===== src/acbe_pkg.sv =====
`default_nettype none
package acbe_pkg;

   localparam int ROUNDS_DEF  = 10;
   localparam int BLOCK_BYTES = 16;
   localparam int BLOCK_W     = BLOCK_BYTES * 8;
   localparam int HALF_W      = BLOCK_W / 2;
   localparam int CSR_IDX_W   = 3;

   // configuration register indexes
   typedef enum logic [CSR_IDX_W-1:0] {
      CSR_KEY_HIGH = 3'd0,
      CSR_KEY_LOW  = 3'd1,
      CSR_IV_HIGH  = 3'd2,
      CSR_IV_LOW   = 3'd3,
      CSR_DECRYPT  = 3'd4
   } csr_index_type;

   // control from the top level to the cipher core
   typedef struct packed {
      logic start;
      logic decrypt;
      logic take;
   } ctl_type;

   // status from the cipher core
   typedef struct packed {
      logic idle;
      logic done;
   } stat_type;

   localparam logic [7:0] FWD_SBOX [256] = '{
      8'h63,8'h7c,8'h77,8'h7b,8'hf2,8'h6b,8'h6f,8'hc5,8'h30,8'h01,8'h67,8'h2b,8'hfe,8'hd7,8'hab,8'h76,
      8'hca,8'h82,8'hc9,8'h7d,8'hfa,8'h59,8'h47,8'hf0,8'had,8'hd4,8'ha2,8'haf,8'h9c,8'ha4,8'h72,8'hc0,
      8'hb7,8'hfd,8'h93,8'h26,8'h36,8'h3f,8'hf7,8'hcc,8'h34,8'ha5,8'he5,8'hf1,8'h71,8'hd8,8'h31,8'h15,
      8'h04,8'hc7,8'h23,8'hc3,8'h18,8'h96,8'h05,8'h9a,8'h07,8'h12,8'h80,8'he2,8'heb,8'h27,8'hb2,8'h75,
      8'h09,8'h83,8'h2c,8'h1a,8'h1b,8'h6e,8'h5a,8'ha0,8'h52,8'h3b,8'hd6,8'hb3,8'h29,8'he3,8'h2f,8'h84,
      8'h53,8'hd1,8'h00,8'hed,8'h20,8'hfc,8'hb1,8'h5b,8'h6a,8'hcb,8'hbe,8'h39,8'h4a,8'h4c,8'h58,8'hcf,
      8'hd0,8'hef,8'haa,8'hfb,8'h43,8'h4d,8'h33,8'h85,8'h45,8'hf9,8'h02,8'h7f,8'h50,8'h3c,8'h9f,8'ha8,
      8'h51,8'ha3,8'h40,8'h8f,8'h92,8'h9d,8'h38,8'hf5,8'hbc,8'hb6,8'hda,8'h21,8'h10,8'hff,8'hf3,8'hd2,
      8'hcd,8'h0c,8'h13,8'hec,8'h5f,8'h97,8'h44,8'h17,8'hc4,8'ha7,8'h7e,8'h3d,8'h64,8'h5d,8'h19,8'h73,
      8'h60,8'h81,8'h4f,8'hdc,8'h22,8'h2a,8'h90,8'h88,8'h46,8'hee,8'hb8,8'h14,8'hde,8'h5e,8'h0b,8'hdb,
      8'he0,8'h32,8'h3a,8'h0a,8'h49,8'h06,8'h24,8'h5c,8'hc2,8'hd3,8'hac,8'h62,8'h91,8'h95,8'he4,8'h79,
      8'he7,8'hc8,8'h37,8'h6d,8'h8d,8'hd5,8'h4e,8'ha9,8'h6c,8'h56,8'hf4,8'hea,8'h65,8'h7a,8'hae,8'h08,
      8'hba,8'h78,8'h25,8'h2e,8'h1c,8'ha6,8'hb4,8'hc6,8'he8,8'hdd,8'h74,8'h1f,8'h4b,8'hbd,8'h8b,8'h8a,
      8'h70,8'h3e,8'hb5,8'h66,8'h48,8'h03,8'hf6,8'h0e,8'h61,8'h35,8'h57,8'hb9,8'h86,8'hc1,8'h1d,8'h9e,
      8'he1,8'hf8,8'h98,8'h11,8'h69,8'hd9,8'h8e,8'h94,8'h9b,8'h1e,8'h87,8'he9,8'hce,8'h55,8'h28,8'hdf,
      8'h8c,8'ha1,8'h89,8'h0d,8'hbf,8'he6,8'h42,8'h68,8'h41,8'h99,8'h2d,8'h0f,8'hb0,8'h54,8'hbb,8'h16};

   localparam logic [7:0] INV_SBOX [256] = '{
      8'h52,8'h09,8'h6a,8'hd5,8'h30,8'h36,8'ha5,8'h38,8'hbf,8'h40,8'ha3,8'h9e,8'h81,8'hf3,8'hd7,8'hfb,
      8'h7c,8'he3,8'h39,8'h82,8'h9b,8'h2f,8'hff,8'h87,8'h34,8'h8e,8'h43,8'h44,8'hc4,8'hde,8'he9,8'hcb,
      8'h54,8'h7b,8'h94,8'h32,8'ha6,8'hc2,8'h23,8'h3d,8'hee,8'h4c,8'h95,8'h0b,8'h42,8'hfa,8'hc3,8'h4e,
      8'h08,8'h2e,8'ha1,8'h66,8'h28,8'hd9,8'h24,8'hb2,8'h76,8'h5b,8'ha2,8'h49,8'h6d,8'h8b,8'hd1,8'h25,
      8'h72,8'hf8,8'hf6,8'h64,8'h86,8'h68,8'h98,8'h16,8'hd4,8'ha4,8'h5c,8'hcc,8'h5d,8'h65,8'hb6,8'h92,
      8'h6c,8'h70,8'h48,8'h50,8'hfd,8'hed,8'hb9,8'hda,8'h5e,8'h15,8'h46,8'h57,8'ha7,8'h8d,8'h9d,8'h84,
      8'h90,8'hd8,8'hab,8'h00,8'h8c,8'hbc,8'hd3,8'h0a,8'hf7,8'he4,8'h58,8'h05,8'hb8,8'hb3,8'h45,8'h06,
      8'hd0,8'h2c,8'h1e,8'h8f,8'hca,8'h3f,8'h0f,8'h02,8'hc1,8'haf,8'hbd,8'h03,8'h01,8'h13,8'h8a,8'h6b,
      8'h3a,8'h91,8'h11,8'h41,8'h4f,8'h67,8'hdc,8'hea,8'h97,8'hf2,8'hcf,8'hce,8'hf0,8'hb4,8'he6,8'h73,
      8'h96,8'hac,8'h74,8'h22,8'he7,8'had,8'h35,8'h85,8'he2,8'hf9,8'h37,8'he8,8'h1c,8'h75,8'hdf,8'h6e,
      8'h47,8'hf1,8'h1a,8'h71,8'h1d,8'h29,8'hc5,8'h89,8'h6f,8'hb7,8'h62,8'h0e,8'haa,8'h18,8'hbe,8'h1b,
      8'hfc,8'h56,8'h3e,8'h4b,8'hc6,8'hd2,8'h79,8'h20,8'h9a,8'hdb,8'hc0,8'hfe,8'h78,8'hcd,8'h5a,8'hf4,
      8'h1f,8'hdd,8'ha8,8'h33,8'h88,8'h07,8'hc7,8'h31,8'hb1,8'h12,8'h10,8'h59,8'h27,8'h80,8'hec,8'h5f,
      8'h60,8'h51,8'h7f,8'ha9,8'h19,8'hb5,8'h4a,8'h0d,8'h2d,8'he5,8'h7a,8'h9f,8'h93,8'hc9,8'h9c,8'hef,
      8'ha0,8'he0,8'h3b,8'h4d,8'hae,8'h2a,8'hf5,8'hb0,8'hc8,8'heb,8'hbb,8'h3c,8'h83,8'h53,8'h99,8'h61,
      8'h17,8'h2b,8'h04,8'h7e,8'hba,8'h77,8'hd6,8'h26,8'he1,8'h69,8'h14,8'h63,8'h55,8'h21,8'h0c,8'h7d};

   // multiply by x in the field
   function automatic logic [7:0] xtime(input logic [7:0] v);
      xtime = {v[6:0], 1'b0} ^ (v[7] ? 8'h1b : 8'h00);
   endfunction

   // multiply by a small constant, one bit per step
   function automatic logic [7:0] gmul(input logic [7:0] a, input logic [3:0] k);
      logic [7:0] r;
      logic [7:0] x;
      r = '0;
      x = a;
      for (int i = 0; i < 4; i++) begin
         if (k[i]) r = r ^ x;
         x = xtime(x);
      end
      gmul = r;
   endfunction

   function automatic logic [7:0] get_byte(input logic [BLOCK_W-1:0] s, input int i);
      get_byte = s[BLOCK_W-1-8*i -: 8];
   endfunction

   // sub bytes then shift rows
   function automatic logic [BLOCK_W-1:0] sub_shift_fwd(input logic [BLOCK_W-1:0] s);
      logic [BLOCK_W-1:0] o;
      o = '0;
      for (int c = 0; c < 4; c++) begin
         for (int r = 0; r < 4; r++) begin
            o[BLOCK_W-1-8*(c*4+r) -: 8] = FWD_SBOX[get_byte(s, ((c+r)%4)*4+r)];
         end
      end
      sub_shift_fwd = o;
   endfunction

   // inverse shift rows then inverse sub bytes
   function automatic logic [BLOCK_W-1:0] sub_shift_inv(input logic [BLOCK_W-1:0] s);
      logic [BLOCK_W-1:0] o;
      o = '0;
      for (int c = 0; c < 4; c++) begin
         for (int r = 0; r < 4; r++) begin
            o[BLOCK_W-1-8*(((c+r)%4)*4+r) -: 8] = INV_SBOX[get_byte(s, c*4+r)];
         end
      end
      sub_shift_inv = o;
   endfunction

   // mix columns, forward or inverse coefficients
   function automatic logic [BLOCK_W-1:0] mix_cols(input logic [BLOCK_W-1:0] s,
                                                   input logic inv);
      logic [BLOCK_W-1:0] o;
      logic [7:0] a0, a1, a2, a3;
      logic [3:0] m0, m1, m2, m3;
      o  = '0;
      m0 = inv ? 4'd14 : 4'd2;
      m1 = inv ? 4'd11 : 4'd3;
      m2 = inv ? 4'd13 : 4'd1;
      m3 = inv ? 4'd9  : 4'd1;
      for (int c = 0; c < 4; c++) begin
         a0 = get_byte(s, c*4);
         a1 = get_byte(s, c*4+1);
         a2 = get_byte(s, c*4+2);
         a3 = get_byte(s, c*4+3);
         o[BLOCK_W-1-8*(c*4)   -: 8] = gmul(a0,m0) ^ gmul(a1,m1) ^ gmul(a2,m2) ^ gmul(a3,m3);
         o[BLOCK_W-1-8*(c*4+1) -: 8] = gmul(a0,m3) ^ gmul(a1,m0) ^ gmul(a2,m1) ^ gmul(a3,m2);
         o[BLOCK_W-1-8*(c*4+2) -: 8] = gmul(a0,m2) ^ gmul(a1,m3) ^ gmul(a2,m0) ^ gmul(a3,m1);
         o[BLOCK_W-1-8*(c*4+3) -: 8] = gmul(a0,m1) ^ gmul(a1,m2) ^ gmul(a2,m3) ^ gmul(a3,m0);
      end
      mix_cols = o;
   endfunction

   // next round key from the previous one
   function automatic logic [BLOCK_W-1:0] key_step(input logic [BLOCK_W-1:0] k,
                                                   input logic [7:0] rc);
      logic [31:0] w0, w1, w2, w3, t, n0, n1, n2, n3;
      w0 = k[127:96];
      w1 = k[95:64];
      w2 = k[63:32];
      w3 = k[31:0];
      t  = {FWD_SBOX[w3[23:16]] ^ rc, FWD_SBOX[w3[15:8]], FWD_SBOX[w3[7:0]],
            FWD_SBOX[w3[31:24]]};
      n0 = w0 ^ t;
      n1 = w1 ^ n0;
      n2 = w2 ^ n1;
      n3 = w3 ^ n2;
      key_step = {n0, n1, n2, n3};
   endfunction

endpackage
`default_nettype wire


===== src/acbe_keymem.sv =====
`default_nettype none
module acbe_keymem #(
   parameter int ROUNDS = acbe_pkg::ROUNDS_DEF
) (
   input  wire logic                             clock,
   input  wire logic                             reset,
   input  wire logic                             start,
   input  wire logic [acbe_pkg::BLOCK_W-1:0]     key,
   input  wire logic [$clog2(ROUNDS+1)-1:0]      rd_addr,
   output logic      [acbe_pkg::BLOCK_W-1:0]     rd_data,
   output logic                                  busy
);
   localparam int KW    = $clog2(ROUNDS+1);
   localparam int DEPTH = ROUNDS + 1;

   logic [acbe_pkg::BLOCK_W-1:0] mem [DEPTH];
   logic [acbe_pkg::BLOCK_W-1:0] rd_ff;
   logic [acbe_pkg::BLOCK_W-1:0] cur_ff, cur_in;
   logic [7:0]                   rc_ff, rc_in;
   logic [KW-1:0]                idx_ff, idx_in;
   logic                         act_ff, act_in;

   // expansion sequencer, one round key per cycle
   always_comb begin
      cur_in = (idx_ff == '0) ? key : acbe_pkg::key_step(cur_ff, rc_ff);
      rc_in  = (idx_ff == '0) ? 8'h01 : acbe_pkg::xtime(rc_ff);
      idx_in = idx_ff;
      act_in = act_ff;
      if (start) begin
         idx_in = '0;
         act_in = 1'b1;
      end else if (act_ff) begin
         idx_in = KW'(idx_ff + 1'b1);
         if (idx_ff == KW'(ROUNDS)) act_in = 1'b0;
      end
   end

   always_ff @(posedge clock) begin
      if (reset) begin
         act_ff <= 1'b1;
         idx_ff <= '0;
      end else begin
         act_ff <= act_in;
         idx_ff <= idx_in;
      end
   end

   always_ff @(posedge clock) begin
      if (act_ff && !start) begin
         cur_ff <= cur_in;
         rc_ff  <= rc_in;
      end
   end

   // round key store, registered read
   always_ff @(posedge clock) begin
      if (act_ff && !start) mem[idx_ff] <= cur_in;
      rd_ff <= mem[rd_addr];
   end

   assign rd_data = rd_ff;
   assign busy    = act_ff;
endmodule
`default_nettype wire


===== config.mk =====
export PLATFORM = sky130hd
export DESIGN_NAME = acbe_keymem
export DESIGN_NICKNAME = d
export VERILOG_FILES = /design/src/acbe_pkg.sv /design/src/acbe_keymem.sv
export SDC_FILE = /design/constraint.sdc
export NUM_CORES = 2
export LEC_CHECK = 0
export BUFFER_PORTS_ARGS = -buffer_cell sky130_fd_sc_hd__clkbuf_2
export CORE_MARGIN = 3
export CORE_UTILIZATION = 45
export DETAILED_ROUTE_END_ITERATION = 8
export PLACE_DENSITY = 0.58
export SLEW_MARGIN = 20
export SYNTH_ARGS = -nofsm -noshare
export SYNTH_HDL_FRONTEND = slang
export SYNTH_SLANG_ARGS = --single-unit

===== constraint.sdc =====
create_clock -name clock -period 14.7 [get_ports clock]
set_input_delay 3.675 -clock clock [delete_from_list [all_inputs] [get_ports clock]]
set_output_delay 3.675 -clock clock [all_outputs]
set_load 0.005 [all_outputs]

### Word-level counts from Yosys, hierarchy flattened

Memories as Yosys holds them, arrays and structs flattened. A register that Yosys moved wholly into a read port is not among the register bits.
Cells that the tools add are included.

| word-level totals | value |
|---|---|
| flip-flop bits (word level) | 141 |
| latch bits | 0 |
| bits in writable memories | 1408 |
| ROM bits | 8192 |
| input port bits | 135 |
| output and inout bits | 129 |
| word-level logic and storage cells | 43 |
| memories | 5 |

| operators by class | value |
|---|---|
| add/sub/neg operators | 1 |
| $mul | 0 |
| div/mod/pow operators | 0 |
| order comparisons | 4 |
| equality and inequality tests | 1 |
| shifts and indexed selects | 0 |
| muxes and demuxes | 14 |
| bitwise logic cells | 10 |
| reduce and logical (&&, ||, !) cells | 4 |

Memory list:

| memory | words | width | rd ports | clocked after Yosys merged registers in | wr ports | line | text |
|---|---|---|---|---|---|---|---|
| (name not given) | 256 | 8 | 1 | 0 | 0 | acbe_pkg.sv:147 | `FWD_SBOX[w3[31:24]]};` |
| (name not given) | 256 | 8 | 1 | 0 | 0 | acbe_pkg.sv:146 | `t = {FWD_SBOX[w3[23:16]] ^ rc, FWD_SBOX[w3[15:8]], FWD_SBOX[w3[7:0]],` |
| (name not given) | 256 | 8 | 1 | 0 | 0 | acbe_pkg.sv:146 |  |
| (name not given) | 256 | 8 | 1 | 0 | 0 | acbe_pkg.sv:146 |  |
| mem | 11 | 128 | 1 | 1 | 1 | acbe_keymem.sv:16 | `logic [acbe_pkg::BLOCK_W-1:0] mem [DEPTH];` |

Operators with widths:

| cell | count |
|---|---|
| $mux W128 | 1 |
| $xor A32 B32 Y32 | 4 |
| $mux W8 | 8 |
| $ge A9 B9 Y1 const B | 4 |
| $not A8 Y9 | 4 |
| $xor A8 B5 Y8 | 1 |
| $xor A8 B8 Y8 | 1 |
| $mux W5 | 1 |
| $add A4 B1 Y4 const B | 1 |
| $eq A4 B4 Y1 const B | 1 |
| $logic_not A4 Y1 | 1 |
| $mux W1 | 4 |
| $reduce_or A2 Y1 | 1 |
| $logic_and A1 B1 Y1 | 1 |
| $logic_not A1 Y1 | 1 |

### Depth between registers and ports, before layout

| depth | value |
|---|---|
| word-level depth | 10 |
| gate-level depth with buffers | 15 |
| gate-level depth less buffers | 11 |

### Worst setup path before layout

OpenSTA, ideal clock, no wires.

| timing | value |
|---|---|
| path kind | in2reg |
| start point | input start |
| end point | memory mem[0][0] in the netlist's numbering (enable) |
| library setup time | 0.617 ns |
| arrival time | 9.199 ns |
| data required time | 14.083 ns |
| slack | 4.884 ns |
| stages | 2 |
| path buffers | 0 |
| cell sequence | nand2b_1 nor2_1 |

| between the ends | value |
|---|---|
| longest elaborated chain between the ends | 4 |

Ends and longest elaborated chain:

| what | line | text |
|---|---|---|
| start: declaration | acbe_keymem.sv:7 | `input wire logic start,` |
| $logic_not A1 Y1 | acbe_keymem.sv:57 | `if (act_ff && !start) mem[idx_ff] <= cur_in;` |
| $logic_and A1 B1 Y1 | acbe_keymem.sv:57 |  |
| $mux W1 | acbe_keymem.sv:57 |  |
| $mux W1 (implied by the code) | acbe_keymem.sv:57 |  |
| end: declaration | acbe_keymem.sv:16 |  |

Every way passes these cells.

### Worst setup path in the final report

| timing | value |
|---|---|
| start point | input start |
| end point | memory mem[5][75] in the netlist's numbering (enable) |

The elaborated chain is that of the path after synthesis.

==> results.toml <==
[sta]
hold_ws_ns = 0.544
post-route-period-util_pct = 45.8
max_freq_mhz = 149
relSlewSlack_pct = 20.1
setup_viol = 0
finalCriticalPeriod_ns = 6.73
finClkSkew_ns = 0.0328
rsz0062_at_grt = "no"
finalHoldViolations = 0
slew_violations = 0
tns_ns = 0
max_slew.worst_pin.slew_ns = 1.19

[cts]
clk_latency_ns = 0.81
cts_tree = "built"
numCtsBuffers = 168
postCtsSetupRepairBufs = 0
path_clk_slew_ns = 0.06
cts-root-buf = "clkbuf_16"
h-tree-depth = 4
ctsHoldBuffers = 0
post_cts_resized = 0
clockBufferDepth = 3
cts.sinks = 1677

[setup_path]
slowest_stage = "buf_4"
r2r-end = "mem[5][31]$_DFFE_PP_"
critical-path-top-delay-family = "buffers and inverters"
crit_end = "mem[5][75]$_DFFE_PP_"
rrSetupSlack_ns = 8.19
end_kind = "flip-flop"
setup.worst_path.start_class = "input port"
crit_type = "input port to flip-flop"
reg2reg_from = "cur_ff[16]$_DFFE_PP_"
crit_cells = 6
cp.arrival_ns = 7.14
crit_buf_inv = 3
path_cells = "clkbuf_2, nand2b_1, nor3b_1, and2_4, buf_4, buf_4"
max_stage_delay_ns = 0.81
startpoint = "start"
cp.required_ns = 15.11
timing.critical_path.mode_cell = "buf_4"
rr_worst_depth = 13
worstPathMaxFanout = 47

[global_routing]
met2_usage_pct = 45.7
track_usage_pct = 27.0
grt_pass1_vias = 48170
grt_max_degree = 138
grt_pass1_wl_um = 352000
busiest_layer = "met2"
antenna_found_initial = 3
met3_usage_pct = 4.05
met1_usage_pct = 35.3
grt_overflow = 0

[detailed_routing]
via_count = 48792
drt_iter0_drc = 6020
wl_um = 244000
drc = 0
vias_per_cell = 6.28
ant_nets = 0
routedWlPerCell_um = 31.4
firstDrtPassIters = 8

[job]
cap_violations = 0

[synthesis]
synthAdderAreaFrac_pct = 1.03
synth_seq_area_share_pct = 63.0
synth_cell_types = 93
synth_top_family_by_area = "multiplexers"
yosysWarnings = 0
ys_ff_latch = 1677
synth_compound_area_share_pct = 8.60
syn_inst = 5152
synth.area.mux_share_pct = 14.8
syn_nets = 5351
synth-edff-count = 1544
syn_area_um2 = 77900
synth-xor-area-share_pct = 2.42
synth_top_cell_area_share_pct = 59.5
synth-simple-area-share_pct = 7.49
synth_area_leaders = "edfxtp_1 (60%), mux4_2 (12%), dfxtp_1 (3.4%)"
synthArstFlopShare_pct = 0
postSynthAreaPerCell_um2 = 15.1
synth_top_cell_by_area = "edfxtp_1"
ys.flop_type = "edfxtp_1"

[pwr]
p_total_mw = 13.1
p_leak_nw = 28.8
vdd.ir_drop.worst_mv = 0.0859
p_per_area_nw_per_um2 = 151

[placed_design]
gp_congestion = 0.956
place_hpwl_um = 154000
portBuffers = 263

[floorplanning]
start_util_pct = 45.4
die_w_um = 422
num_rows = 152
dieArea_um2 = 178000
fp.dieH_um = 422
core_area_um2 = 172000
io_pins = 264

[status]
status = "finished clean"

[cells_and_area]
drive_above_1_share_pct = 24.0
area_growth_pct = 11.7
num-nets-final = 5508

[min_path]
holdCritPathClass = "flip-flop to flip-flop"
-- stage by stage --
step	utilization, %	instances	worst slack [ns]	instance area [µm²]
5_1_grt	50.7	7765	7.85	87000
3_5_place_dp	47.4	7447	7.14	81500
2_1_floorplan	-	5152	4.88	77900
6_report	50.7	7768	7.97	87000
4_1_cts	50.6	7763	8.00	86900
3_3_place_gp	47.4	7447	7.21	81500
-- how the worst min path moves through the flow --
| stage | from | endpoint | slack (ns) | cells after the start |
|---|---|---|---|---|
| 2_1_floorplan | mem[10][0]$_DFFE_PP_ | rd_data[0]$_DFF_P_ | 0.53 | 1 |
| 3_5_place_dp | mem[10][85]$_DFFE_PP_ | rd_data[85]$_DFF_P_ | 0.54 | 1 |
| 6_report | mem[10][88]$_DFFE_PP_ | rd_data[88]$_DFF_P_ | 0.54 | 1 |
| 4_1_cts | mem[10][88]$_DFFE_PP_ | rd_data[88]$_DFF_P_ | 0.54 | 1 |
| 5_1_grt | mem[10][66]$_DFFE_PP_ | rd_data[66]$_DFF_P_ | 0.55 | 1 |
| 3_3_place_gp | mem[10][120]$_DFFE_PP_ | rd_data[120]$_DFF_P_ | 0.53 | 1 |
-- worst register-to-register path, cell delays in order, from the launching register on --
cell and delay (ns):
edfxtp_1 0.32, buf_4 0.37, clkinv_1 0.57, ha_1 1.11, or2_2 0.30, nand3_1 0.17, a31o_2 0.32, a221oi_1 0.42
nor3_1 0.11, nor3b_1 0.97, xnor2_1 0.22, buf_4 0.19, xnor3_1 0.24, a21oi_1 0.83
-- cells in the mapped netlist, drive strengths merged (107+ instances only) --
| cell | n |
|---|---|
| nand2b | 109 |
| nor3 | 111 |
| mux4 | 420 |
| mux2 | 145 |
| a21oi | 201 |
| dfxtp | 133 |
| edfxtp | 1544 |
| nor2 | 210 |
| buf | 224 |
| xnor2 | 107 |
| nand2 | 306 |
| clkbuf | 200 |
| o21ai | 236 |
-- per-layer routing --
metal	part of all wire [%]	vias to the layer above	wire (µm)
met1	39	25163	95500
li1	-	20853	-
met3	6.5	511	15800
met5	0.0029	-	7
met4	4.4	2	10800
met2	50	2263	122000
-- placed cells by master (no fill, tap or decap), types with 26 or more instances in the layout --
cell type     n
o21ai_1      30
nand4_1      31
and3_1       32
clkbuf_2    259
inv_1        38
nand3_1      69
xnor2_1     103
a31oi_1      56
o31ai_1      26
or2_2        32
edfxtp_1   1544
dfxtp_1     133
nand2_1     304
o21ai_0     204
a21oi_1     197
nor2_1      208
clkbuf_1     52
a211oi_1     60
nor2b_1      97
o211ai_1     47
a311oi_1     40
clkbuf_16   168
clkinv_1     33
mux2_2      145
nand2b_1    109
buf_4       139
and2_1       30
ha_1         64
o311ai_0     34
xor2_1       59
nor3_1      111
mux4_2      420
mux2i_1      46
-- flip-flops by register name (all words and copies together) (netlist names) --
signal / flops
mem: 1408
cur_ff: 128
busy: 1
idx_ff: 4
rc_ff: 8
rd_data: 128
-- cell type report --
type                            count  area, µm²
Multi-Input combinational cell   3000      26900
Fill cell                       14330      84700
Clock inverter                     78        815
Clock buffer                      238       4650
Tap cell                         2310       2890
Timing Repair Buffer              411       2570
Sequential cell                  1677      49000
Inverter                           51        199
Antenna cell                        3       7.51
-- cell families after synthesis --
family          after synthesis
buf+inv                     475
compound gates              988
simple gates               1153
flops                      1677
xor+xnor                    184
mux                         611
fa+ha+maj                    64
-- report_power, final --
group	internal [mW]	switching, mW	total [mW]
clock network	2.37	1.83	4.21
registers	5.64	0.114	5.75
logic	1.05	2.12	3.17
total	9.07	4.07	13.1
Power figures use the tool's default switching activity.
